$ cat config.mk
export PLATFORM = sky130hd
export DESIGN_NAME = single_wire_frame_transmitter_top
export DESIGN_NICKNAME = d
export VERILOG_FILES = /design/src/rtl/swft_pkg.sv /design/src/rtl/swft_front.sv /design/src/rtl/swft_queue.sv /design/src/rtl/swft_back.sv /design/src/rtl/single_wire_frame_transmitter_top.sv
export SDC_FILE = /design/constraint.sdc
export NUM_CORES = 1
export LEC_CHECK = 0
export ABC_CLOCK_PERIOD_IN_PS = 5900
export BUFFER_PORTS_ARGS = -buffer_cell sky130_fd_sc_hd__buf_4
export CORE_MARGIN = 2
export CORE_UTILIZATION = 63
export DETAILED_ROUTE_END_ITERATION = 16
export PLACE_DENSITY = 0.95
export RECOVER_POWER = 50
export SLEW_MARGIN = 5
export SYNTH_ARGS = -nofsm -noshare
export SYNTH_HDL_FRONTEND = slang
export SYNTH_SLANG_ARGS = --single-unit
$ cat constraint.sdc
create_clock -name clk -period 5.9 [get_ports clk]
set_input_delay 0.295 -clock clk [delete_from_list [all_inputs] [get_ports clk]]
set_output_delay 0.295 -clock clk [all_outputs]
set_load 0.01 [all_outputs]
$ cat src/rtl/swft_pkg.sv
// Shared types and constants for the single-wire frame transmitter.
package swft_pkg;

  localparam int FRAME_W = 10;
  localparam int LEN_W   = 4;
  localparam int TICK_W  = 8;
  localparam int LIMIT_W = 4;
  localparam int ADDR_W  = 5;
  localparam int DATA_W  = 32;

  localparam logic [1:0] CMD_TICK  = 2'd0;
  localparam logic [1:0] CMD_START = 2'd1;
  localparam logic [1:0] DATA_START = 2'd2;

  localparam logic [LEN_W-1:0] CMD_FRAME_LEN  = 4'd5;
  localparam logic [LEN_W-1:0] DATA_FRAME_LEN = 4'd10;

  // register indexes (byte address / 4)
  localparam logic [2:0] REG_LONG_TICKS   = 3'd0;
  localparam logic [2:0] REG_SHORT_TICKS  = 3'd1;
  localparam logic [2:0] REG_ACK_SAMPLE   = 3'd2;
  localparam logic [2:0] REG_RETRY_GAP    = 3'd3;
  localparam logic [2:0] REG_RETRY_LIMIT  = 3'd4;

  localparam logic [TICK_W-1:0]  LONG_TICKS_RST  = 8'd40;
  localparam logic [TICK_W-1:0]  SHORT_TICKS_RST = 8'd4;
  localparam logic [TICK_W-1:0]  ACK_SAMPLE_RST  = 8'd24;
  localparam logic [TICK_W-1:0]  RETRY_GAP_RST   = 8'd16;
  localparam logic [LIMIT_W-1:0] RETRY_LIMIT_RST = 4'd1;

  typedef struct packed {
    logic [TICK_W-1:0]  long_ticks;
    logic [TICK_W-1:0]  short_ticks;
    logic [TICK_W-1:0]  ack_sample_ticks;
    logic [TICK_W-1:0]  retry_gap_ticks;
    logic [LIMIT_W-1:0] retry_limit;
  } cfg_t;

  // classified request handed from front to back
  typedef struct packed {
    logic               is_start;
    logic [FRAME_W-1:0] frame;
    logic [LEN_W-1:0]   length;
    logic               line_level;
  } entry_t;

  typedef struct packed {
    logic drive_low;
    logic line_driven;
    logic busy_res;
    logic frame_done;
    logic frame_failed;
    logic start_rejected;
  } result_t;

endpackage

$ cat src/rtl/swft_front.sv
// Front end: decodes a request and builds its frame image ahead of the engine.
module swft_front (
  input  logic [1:0]        in_command,
  input  logic [7:0]        in_payload,
  input  logic              in_line_level,
  output swft_pkg::entry_t  entry
);

  logic       cmd_par;
  logic       data_par;
  logic [2:0] code;

  assign code     = in_payload[2:0];
  assign cmd_par  = ^code;
  assign data_par = ^in_payload;

  always_comb begin
    entry            = '0;
    entry.line_level = in_line_level;
    case (in_command)
      swft_pkg::CMD_START: begin
        entry.is_start = 1'b1;
        // header 0, code, parity, left aligned
        entry.frame    = {1'b0, code, cmd_par, 5'b00000};
        entry.length   = swft_pkg::CMD_FRAME_LEN;
      end
      swft_pkg::DATA_START: begin
        entry.is_start = 1'b1;
        entry.frame    = {1'b0, in_payload, data_par};
        entry.length   = swft_pkg::DATA_FRAME_LEN;
      end
      default: begin
        entry.is_start = 1'b0;
      end
    endcase
  end

endmodule

$ cat src/rtl/swft_queue.sv
// Small request queue between front and back.
module swft_queue #(
  parameter int DEPTH = 2
) (
  input  logic              clk,
  input  logic              rst_n,
  input  logic              push,
  input  swft_pkg::entry_t  push_data,
  output logic              full,
  input  logic              pop,
  output swft_pkg::entry_t  pop_data,
  output logic              not_empty
);

  localparam int PTR_W = (DEPTH > 1) ? $clog2(DEPTH) : 1;
  localparam int CNT_W = $clog2(DEPTH + 1);
  localparam logic [PTR_W-1:0] LAST = PTR_W'(DEPTH - 1);

  swft_pkg::entry_t mem_r [DEPTH];
  logic [PTR_W-1:0] wr_ptr_r, rd_ptr_r;
  logic [CNT_W-1:0] count_r;
  logic             do_push, do_pop;

  assign full      = (count_r == CNT_W'(DEPTH));
  assign not_empty = (count_r != '0);
  assign do_push   = push && !full;
  assign do_pop    = pop && not_empty;
  assign pop_data  = mem_r[rd_ptr_r];

  always_ff @(posedge clk) begin
    if (!rst_n) begin
      wr_ptr_r <= '0;
      rd_ptr_r <= '0;
      count_r  <= '0;
    end else begin
      if (do_push) begin
        wr_ptr_r <= (wr_ptr_r == LAST) ? '0 : wr_ptr_r + PTR_W'(1);
      end
      if (do_pop) begin
        rd_ptr_r <= (rd_ptr_r == LAST) ? '0 : rd_ptr_r + PTR_W'(1);
      end
      if (do_push && !do_pop) begin
        count_r <= count_r + CNT_W'(1);
      end else if (do_pop && !do_push) begin
        count_r <= count_r - CNT_W'(1);
      end
    end
  end

  always_ff @(posedge clk) begin
    if (do_push) begin
      mem_r[wr_ptr_r] <= push_data;
    end
  end

endmodule

$ cat src/rtl/swft_back.sv
// Back end: bit timing, acknowledge sampling and retry sequencing, with output register.
module swft_back (
  input  logic              clk,
  input  logic              rst_n,
  input  swft_pkg::cfg_t    cfg,
  input  logic              ent_valid,
  input  swft_pkg::entry_t  ent,
  output logic              ent_pop,
  output logic              out_valid,
  input  logic              out_ready,
  output swft_pkg::result_t out_res
);

  typedef enum logic [2:0] {
    PH_IDLE  = 3'd0,
    PH_LOW   = 3'd1,
    PH_HIGH  = 3'd2,
    PH_EDGE  = 3'd3,
    PH_DELAY = 3'd4,
    PH_GAP   = 3'd5
  } phase_t;

  localparam int FW = swft_pkg::FRAME_W;
  localparam int LW = swft_pkg::LEN_W;
  localparam int TW = swft_pkg::TICK_W;
  localparam int RW = swft_pkg::LIMIT_W;

  phase_t          phase_r, phase_nxt;
  logic [FW-1:0]   frame_bits_r, frame_bits_nxt;
  logic [FW-1:0]   saved_frame_r, saved_frame_nxt;
  logic [LW-1:0]   frame_length_r, frame_length_nxt;
  logic [LW-1:0]   bits_left_r, bits_left_nxt;
  logic [TW-1:0]   tick_count_r, tick_count_nxt;
  logic [RW-1:0]   attempts_left_r, attempts_left_nxt;
  logic            out_valid_r;
  swft_pkg::result_t out_res_r, res_nxt;

  logic            cur_bit;
  logic [TW-1:0]   tick_inc;
  logic [TW-1:0]   low_len, high_len, ack_len, gap_len;

  function automatic logic [TW-1:0] min_one8(input logic [TW-1:0] v);
    return (v == '0) ? TW'(1) : v;
  endfunction

  function automatic logic [RW-1:0] min_one4(input logic [RW-1:0] v);
    return (v == '0) ? RW'(1) : v;
  endfunction

  assign ent_pop   = ent_valid && (!out_valid_r || out_ready);
  assign out_valid = out_valid_r;
  assign out_res   = out_res_r;

  assign ack_len = min_one8(cfg.ack_sample_ticks);
  assign gap_len = min_one8(cfg.retry_gap_ticks);

  always_comb begin
    phase_nxt         = phase_r;
    frame_bits_nxt    = frame_bits_r;
    saved_frame_nxt   = saved_frame_r;
    frame_length_nxt  = frame_length_r;
    bits_left_nxt     = bits_left_r;
    tick_count_nxt    = tick_count_r;
    attempts_left_nxt = attempts_left_r;
    res_nxt           = '0;

    if (ent.is_start) begin
      if (phase_r == PH_IDLE) begin
        saved_frame_nxt   = ent.frame;
        frame_length_nxt  = ent.length;
        frame_bits_nxt    = ent.frame;
        bits_left_nxt     = ent.length;
        attempts_left_nxt = min_one4(cfg.retry_limit);
        tick_count_nxt    = '0;
        phase_nxt         = PH_LOW;
      end else begin
        res_nxt.start_rejected = 1'b1;
      end
    end

    // timing uses the (possibly just loaded) frame
    cur_bit  = frame_bits_nxt[FW-1];
    low_len  = min_one8(cur_bit ? cfg.short_ticks : cfg.long_ticks);
    high_len = min_one8(cur_bit ? cfg.long_ticks : cfg.short_ticks);
    tick_inc = tick_count_nxt + TW'(1);

    case (phase_nxt)
      PH_LOW: begin
        res_nxt.drive_low   = 1'b1;
        res_nxt.line_driven = 1'b1;
        res_nxt.busy_res    = 1'b1;
        tick_count_nxt      = tick_inc;
        if (tick_inc >= low_len) begin
          tick_count_nxt = '0;
          phase_nxt      = PH_HIGH;
        end
      end
      PH_HIGH: begin
        res_nxt.line_driven = 1'b1;
        res_nxt.busy_res    = 1'b1;
        tick_count_nxt      = tick_inc;
        if (tick_inc >= high_len) begin
          tick_count_nxt = '0;
          frame_bits_nxt = {frame_bits_nxt[FW-2:0], 1'b0};
          if (bits_left_nxt != '0) begin
            bits_left_nxt = bits_left_nxt - LW'(1);
          end
          phase_nxt = (bits_left_nxt != '0) ? PH_LOW : PH_EDGE;
        end
      end
      PH_EDGE: begin
        res_nxt.busy_res = 1'b1;
        if (!ent.line_level) begin
          tick_count_nxt = '0;
          phase_nxt      = PH_DELAY;
        end
      end
      PH_DELAY: begin
        res_nxt.busy_res = 1'b1;
        tick_count_nxt   = tick_inc;
        if (tick_inc >= ack_len) begin
          tick_count_nxt = '0;
          if (ent.line_level) begin
            res_nxt.frame_done = 1'b1;
            phase_nxt          = PH_IDLE;
          end else begin
            if (attempts_left_nxt != '0) begin
              attempts_left_nxt = attempts_left_nxt - RW'(1);
            end
            if (attempts_left_nxt == '0) begin
              res_nxt.frame_done   = 1'b1;
              res_nxt.frame_failed = 1'b1;
              phase_nxt            = PH_IDLE;
            end else begin
              phase_nxt = PH_GAP;
            end
          end
        end
      end
      PH_GAP: begin
        res_nxt.busy_res = 1'b1;
        tick_count_nxt   = tick_inc;
        if (tick_inc >= gap_len) begin
          tick_count_nxt = '0;
          frame_bits_nxt = saved_frame_nxt;
          bits_left_nxt  = frame_length_nxt;
          phase_nxt      = PH_LOW;
        end
      end
      default: begin
        res_nxt.line_driven = 1'b1;
        phase_nxt           = PH_IDLE;
      end
    endcase
  end

  always_ff @(posedge clk) begin
    if (!rst_n) begin
      phase_r         <= PH_IDLE;
      frame_bits_r    <= '0;
      saved_frame_r   <= '0;
      frame_length_r  <= '0;
      bits_left_r     <= '0;
      tick_count_r    <= '0;
      attempts_left_r <= '0;
      out_valid_r     <= 1'b0;
      out_res_r       <= '0;
    end else begin
      if (ent_pop) begin
        phase_r         <= phase_nxt;
        frame_bits_r    <= frame_bits_nxt;
        saved_frame_r   <= saved_frame_nxt;
        frame_length_r  <= frame_length_nxt;
        bits_left_r     <= bits_left_nxt;
        tick_count_r    <= tick_count_nxt;
        attempts_left_r <= attempts_left_nxt;
        out_res_r       <= res_nxt;
        out_valid_r     <= 1'b1;
      end else if (out_ready) begin
        out_valid_r <= 1'b0;
      end
    end
  end

endmodule

$ cat src/rtl/single_wire_frame_transmitter_top.sv
// Top level of the single-wire frame transmitter: APB registers, front, queue and back.
//
// Every input request is one tick of line time and yields exactly one result
// describing that tick, so the block takes one request per clock while the
// queue is not full. A request lands in a short queue after decoding and moves
// into the output register once that register is empty or being emptied; the
// back end updates its phase and tick counter as each request moves, which sets
// that rate. The queue absorbs up to QUEUE_DEPTH requests, plus the one held in
// the output register, while the result side stalls.
// Registers are written over APB at byte address 4*index and read back the
// same way; tick registers and the retry limit treat zero as one.
module single_wire_frame_transmitter_top #(
  parameter int QUEUE_DEPTH = 2
) (
  input  logic        clk,
  input  logic        rst_n,
  input  logic        in_valid,
  output logic        in_ready,
  input  logic [1:0]  in_command,
  input  logic [7:0]  in_payload,
  input  logic        in_line_level,
  output logic        out_valid,
  input  logic        out_ready,
  output logic        out_drive_low,
  output logic        out_line_driven,
  output logic        out_busy_res,
  output logic        out_frame_done,
  output logic        out_frame_failed,
  output logic        out_start_rejected,
  input  logic        psel,
  input  logic        penable,
  input  logic        pwrite,
  input  logic [swft_pkg::ADDR_W-1:0] paddr,
  input  logic [swft_pkg::DATA_W-1:0] pwdata,
  output logic [swft_pkg::DATA_W-1:0] prdata,
  output logic        pready
);

  localparam int DW = swft_pkg::DATA_W;

  swft_pkg::cfg_t    cfg_r;
  swft_pkg::entry_t  front_entry, q_entry;
  swft_pkg::result_t res;
  logic              q_full, q_not_empty, q_pop;
  logic              cfg_wr;
  logic [2:0]        reg_idx;

  assign pready  = 1'b1;
  assign reg_idx = paddr[4:2];
  assign cfg_wr  = psel && penable && pwrite && pready;

  always_ff @(posedge clk) begin
    if (!rst_n) begin
      cfg_r.long_ticks       <= swft_pkg::LONG_TICKS_RST;
      cfg_r.short_ticks      <= swft_pkg::SHORT_TICKS_RST;
      cfg_r.ack_sample_ticks <= swft_pkg::ACK_SAMPLE_RST;
      cfg_r.retry_gap_ticks  <= swft_pkg::RETRY_GAP_RST;
      cfg_r.retry_limit      <= swft_pkg::RETRY_LIMIT_RST;
    end else if (cfg_wr) begin
      case (reg_idx)
        swft_pkg::REG_LONG_TICKS:  cfg_r.long_ticks       <= pwdata[7:0];
        swft_pkg::REG_SHORT_TICKS: cfg_r.short_ticks      <= pwdata[7:0];
        swft_pkg::REG_ACK_SAMPLE:  cfg_r.ack_sample_ticks <= pwdata[7:0];
        swft_pkg::REG_RETRY_GAP:   cfg_r.retry_gap_ticks  <= pwdata[7:0];
        swft_pkg::REG_RETRY_LIMIT: cfg_r.retry_limit      <= pwdata[3:0];
        default: ;
      endcase
    end
  end

  always_comb begin
    case (reg_idx)
      swft_pkg::REG_LONG_TICKS:  prdata = DW'(cfg_r.long_ticks);
      swft_pkg::REG_SHORT_TICKS: prdata = DW'(cfg_r.short_ticks);
      swft_pkg::REG_ACK_SAMPLE:  prdata = DW'(cfg_r.ack_sample_ticks);
      swft_pkg::REG_RETRY_GAP:   prdata = DW'(cfg_r.retry_gap_ticks);
      swft_pkg::REG_RETRY_LIMIT: prdata = DW'(cfg_r.retry_limit);
      default:                   prdata = '0;
    endcase
  end

  swft_front u_front (
    .in_command    (in_command),
    .in_payload    (in_payload),
    .in_line_level (in_line_level),
    .entry         (front_entry)
  );

  assign in_ready = !q_full;

  swft_queue #(
    .DEPTH (QUEUE_DEPTH)
  ) u_queue (
    .clk       (clk),
    .rst_n     (rst_n),
    .push      (in_valid),
    .push_data (front_entry),
    .full      (q_full),
    .pop       (q_pop),
    .pop_data  (q_entry),
    .not_empty (q_not_empty)
  );

  swft_back u_back (
    .clk       (clk),
    .rst_n     (rst_n),
    .cfg       (cfg_r),
    .ent_valid (q_not_empty),
    .ent       (q_entry),
    .ent_pop   (q_pop),
    .out_valid (out_valid),
    .out_ready (out_ready),
    .out_res   (res)
  );

  assign out_drive_low      = res.drive_low;
  assign out_line_driven    = res.line_driven;
  assign out_busy_res       = res.busy_res;
  assign out_frame_done     = res.frame_done;
  assign out_frame_failed   = res.frame_failed;
  assign out_start_rejected = res.start_rejected;

endmodule

==> impl_results.md <==
- PortBufs: 44
- Rows: 38
- Synth Register Bits: 117
- MaxCap Viol Count: 1
- CTS Sinks: 117
- Maximum vdd drop: 0.355 mV
- Die W: 110 µm
- Post-detail-place hpwl: 11.9 mm
- Sequential element share of the synthesized area: 36.6%
- Crit Path Class: reg -> reg
- Total Wirelength: 19.8 mm
- Cell variety after synth: 78
- Area after DPL: 7330 µm²
- CP Buf/Inv Count: 0
- First-pass GRT wire length: 31.3 mm
- GRT Max-Usage Layer: met2
- Synth Flop Type: dfxtp_1
- RSZ-0062 raised after global routing: false
- Largest net degree at the start of global routing: 80
- Initial Util: 65.0%
- CP Max Fanout: 17
- Post-route cell area: 7900 µm²
- Clk_lat worst skew: 0.43 ns
- DIE AREA: 12100 µm²
- Vias per cell: 6.85
- Final routed DRC violation total: 0
- Initial antenna violation count: 0
- CP arrival: 5.67 ns
- Critical Path End Type: flip-flop
- Rel. slew slack: -3.80%
- Clock power frac: 34.8%
- Reg2reg setup slack: 0.54 ns
- # hold bufs at CTS: 0
- Status: finished, violations left
- DRT Pass-1 Iters: 7
- Clock-pin slew on the worst setup and hold paths: 0.06 ns
- TritonCTS Buffers: 17
- Register area: 2600 µm²
- Failing checks: max-capacitance violations, max-slew violations
- Post-synth EDFFs: 26
- Clock Tree Buf Depth: 2
- Fill count: 669
- ANT cells: 0
- Layout area overhead: 11.1%
- Hold Vio Cnt, Final: 0
- Worst Tran Pin Value: 1.56 ns
- Vias in the first global route: 6235
- Commonest non-fill, non-tap cells in the layout: 91 x dfxtp_1, 82 x nand2_1, 59 x mux2i_1
- Int Power: 2060 µW
- Crit share post-route: 90.8%
- Layout cells sized above 1: 10.6%
- GRT Total Usage: 33.7%
- Met2 Use GR: 53.8%
- Commonest non-fill, non-tap cell in the layout: dfxtp_1
- Clock Skews: 0.0111 ns
- P_leak: 0.00331 µW
- Highest clock rate: 187 MHz
- Die height: 110 µm
- Io pins: 96
- GRT overflow: 0
- Met3 Usage GRT: 8.64%
- Net Sw Frac: 36.1%
- Via Count: 6531
- Drt wl/cell: 20.8 µm
- Setup violators final: 0
- Total negative slack: 0 ns
- CP cell instances: mux2_4, nand2_1, and2_1, ha_1, nand3_1, or3_1, a21oi_1, ha_1, a211oi_1, o21ai_0, a21oi_1, nor3_2, nand2b_2, o21ai_1, a32o_1
- Largest cells by area after synthesis: dfxtp_1 26%, edfxtp_1 11%, mux2i_1 8.3%, ha_1 6.9%, nand2_1 4.3%
- Area of the multi-input gates: 4110 µm²
- Crit-path slowest cell: nor3_2
- Mapped Area: 7110 µm²
- Antenna Violating Nets Remaining: 0
- TritonCTS clock tree: built
- CTS H-Tree Depth: 4
- Top delay family on crit path: simple AND/OR/NAND/NOR gates
- Cell Pwr Density: 408 nW/µm²
- Synth Warn #: 0
- Slowest cell delay on critical path: 0.91 ns
- Worst min path class: in -> reg
- GPL Wtd Cong: 0.941
- PostCTS Resize Cnt: 0
- Clock root cell: clkbuf_16
- Crit start category: flip-flop
- Setup repair bufs after CTS: 0
- Synth area leader: dfxtp_1
- Met1 Use GR: 41.3%
- Switching power: 1160 µW
- Fin. max-slew vios: 34
- Number of DRC markers in iteration 0: 1254
- Core Footprint: 10900 µm²
- CP required: 6.21 ns
- Fin nets: 895
- Post-layout min period: 5.36 ns
- Register share of total power: 33.3%
- Mean cell area of the mapped netlist: 9.12 µm²
- Combinational fraction of design power: 32.0%
- Synth top area share: 25.6%
- Post-synth ARST share: 0%
- Syn Inst Count: 779
==> flip-flops by register name, indices dropped and copies added (netlist names), named ones only <==
signal,count
u_back.frame_length_r,4
u_back.saved_frame_r,10
u_back.out_res,6
u_queue.rd_ptr_r,1
u_back.phase_r,3
u_back.out_valid,1
u_queue.wr_ptr_r,1
cfg_r,36
u_back.attempts_left_r,4
u_back.frame_bits_r,10
u_back.tick_count_r,8
u_queue.mem_r,26
u_back.bits_left_r,4
u_queue.count_r,2
==> per-layer routing <==
metal	share of wire, %	vias up	wire length, µm
li1	-	2841	-
met1	37	3040	7380
met2	47	527	9290
met3	11	123	2170
met4	5.0	0	981
met5	0	-	0
==> worst reg2reg max path: cells and delay by family (launching register included) <==
| family | cells | cell delay [ns] |
|---|---|---|
| compound gates | 6 | 1.23 |
| fa+ha+maj | 2 | 0.60 |
| flops | 1 | 0.41 |
| mux | 1 | 0.32 |
| simple gates | 6 | 2.67 |
==> synthesized netlist by cell type, types with 3 or more instances <==
cell      number
dfxtp_1       91
nand2_1       82
mux2i_1       59
o21ai_0       49
ha_1          39
nor2_1        38
nor2b_1       36
a21oi_1       32
clkbuf_1      26
edfxtp_1      26
buf_4         25
nand3_1       25
inv_1         19
o211ai_1      16
and2_1        15
a22oi_1       13
a31oi_1       13
nor3_1        12
xnor2_1       11
a21boi_0      10
buf_2          9
o211a_1        9
o22a_1         8
buf_6          6
xor2_1         6
a211oi_1       5
a21o_1         5
a22o_1         5
nand2b_1       5
nor4_1         5
o21a_1         5
o22ai_1        5
or3_1          5
and3_1         4
mux2_2         4
mux4_2         4
o21bai_1       3
==> power by group through the flow <==
stage | registers [µW] | logic [µW] | clock network, µW
floorplan | 1050 | 780 | 0
global placement | 1060 | 935 | 0
detailed placement | 1070 | 970 | 0
CTS | 1060 | 1010 | 1120
global route | 1080 | 1110 | 1150
finish | 1070 | 1030 | 1120
==> cells by family after synthesis <==
group           after synthesis  share of synthesized area [%]
simple gates                243                           17.1
buf+inv                      88                           6.76
xor+xnor                     17                           2.10
other cells                   2                          0.106
fa+ha+maj                    39                           6.87
mux                          68                           10.4
flops                       117                           36.6
compound gates              205                           20.1
==> area by class of cell <==
cell class | count | area share [%]
Timing Repair Buffer | 48 | 3.80
Clock buffer | 18 | 5.44
Tap cell | 140 | 2.22
Inverter | 20 | 0.951
Multi-Input combinational cell | 597 | 52.1
Clock inverter | 14 | 2.54
Sequential cell | 117 | 33.0
==> metrics by stage <==
stage	power [µW]	setup WS, ns	instances	utilization, %	hold WS (ns)
2_1_floorplan	1830	2.04	802	-	0.394
3_3_place_gp	2000	1.06	922	67.0	0.440
3_5_place_dp	2040	0.955	922	67.0	0.445
4_1_cts	3190	0.855	954	72.7	0.0514
5_1_grt	3350	0.354	954	72.2	0.117
6_report	3220	0.544	954	72.2	0.106
==> final timing paths <==
| path | startpoint | endpoint | depth (start not counted) |
|---|---|---|---|
| max reg2reg | u_queue.mem_r[1][14] | u_back.frame_bits_r[9] | 15 |
| min | in_line_level | u_queue.mem_r[0][0] | 1 |
| min reg2reg | u_back.frame_length_r[2] | u_back.frame_length_r[2] | 2 |
| max | u_queue.mem_r[1][14] | u_back.frame_bits_r[9] | 15 |
No activity file was read; power rests on OpenSTA's default activity.
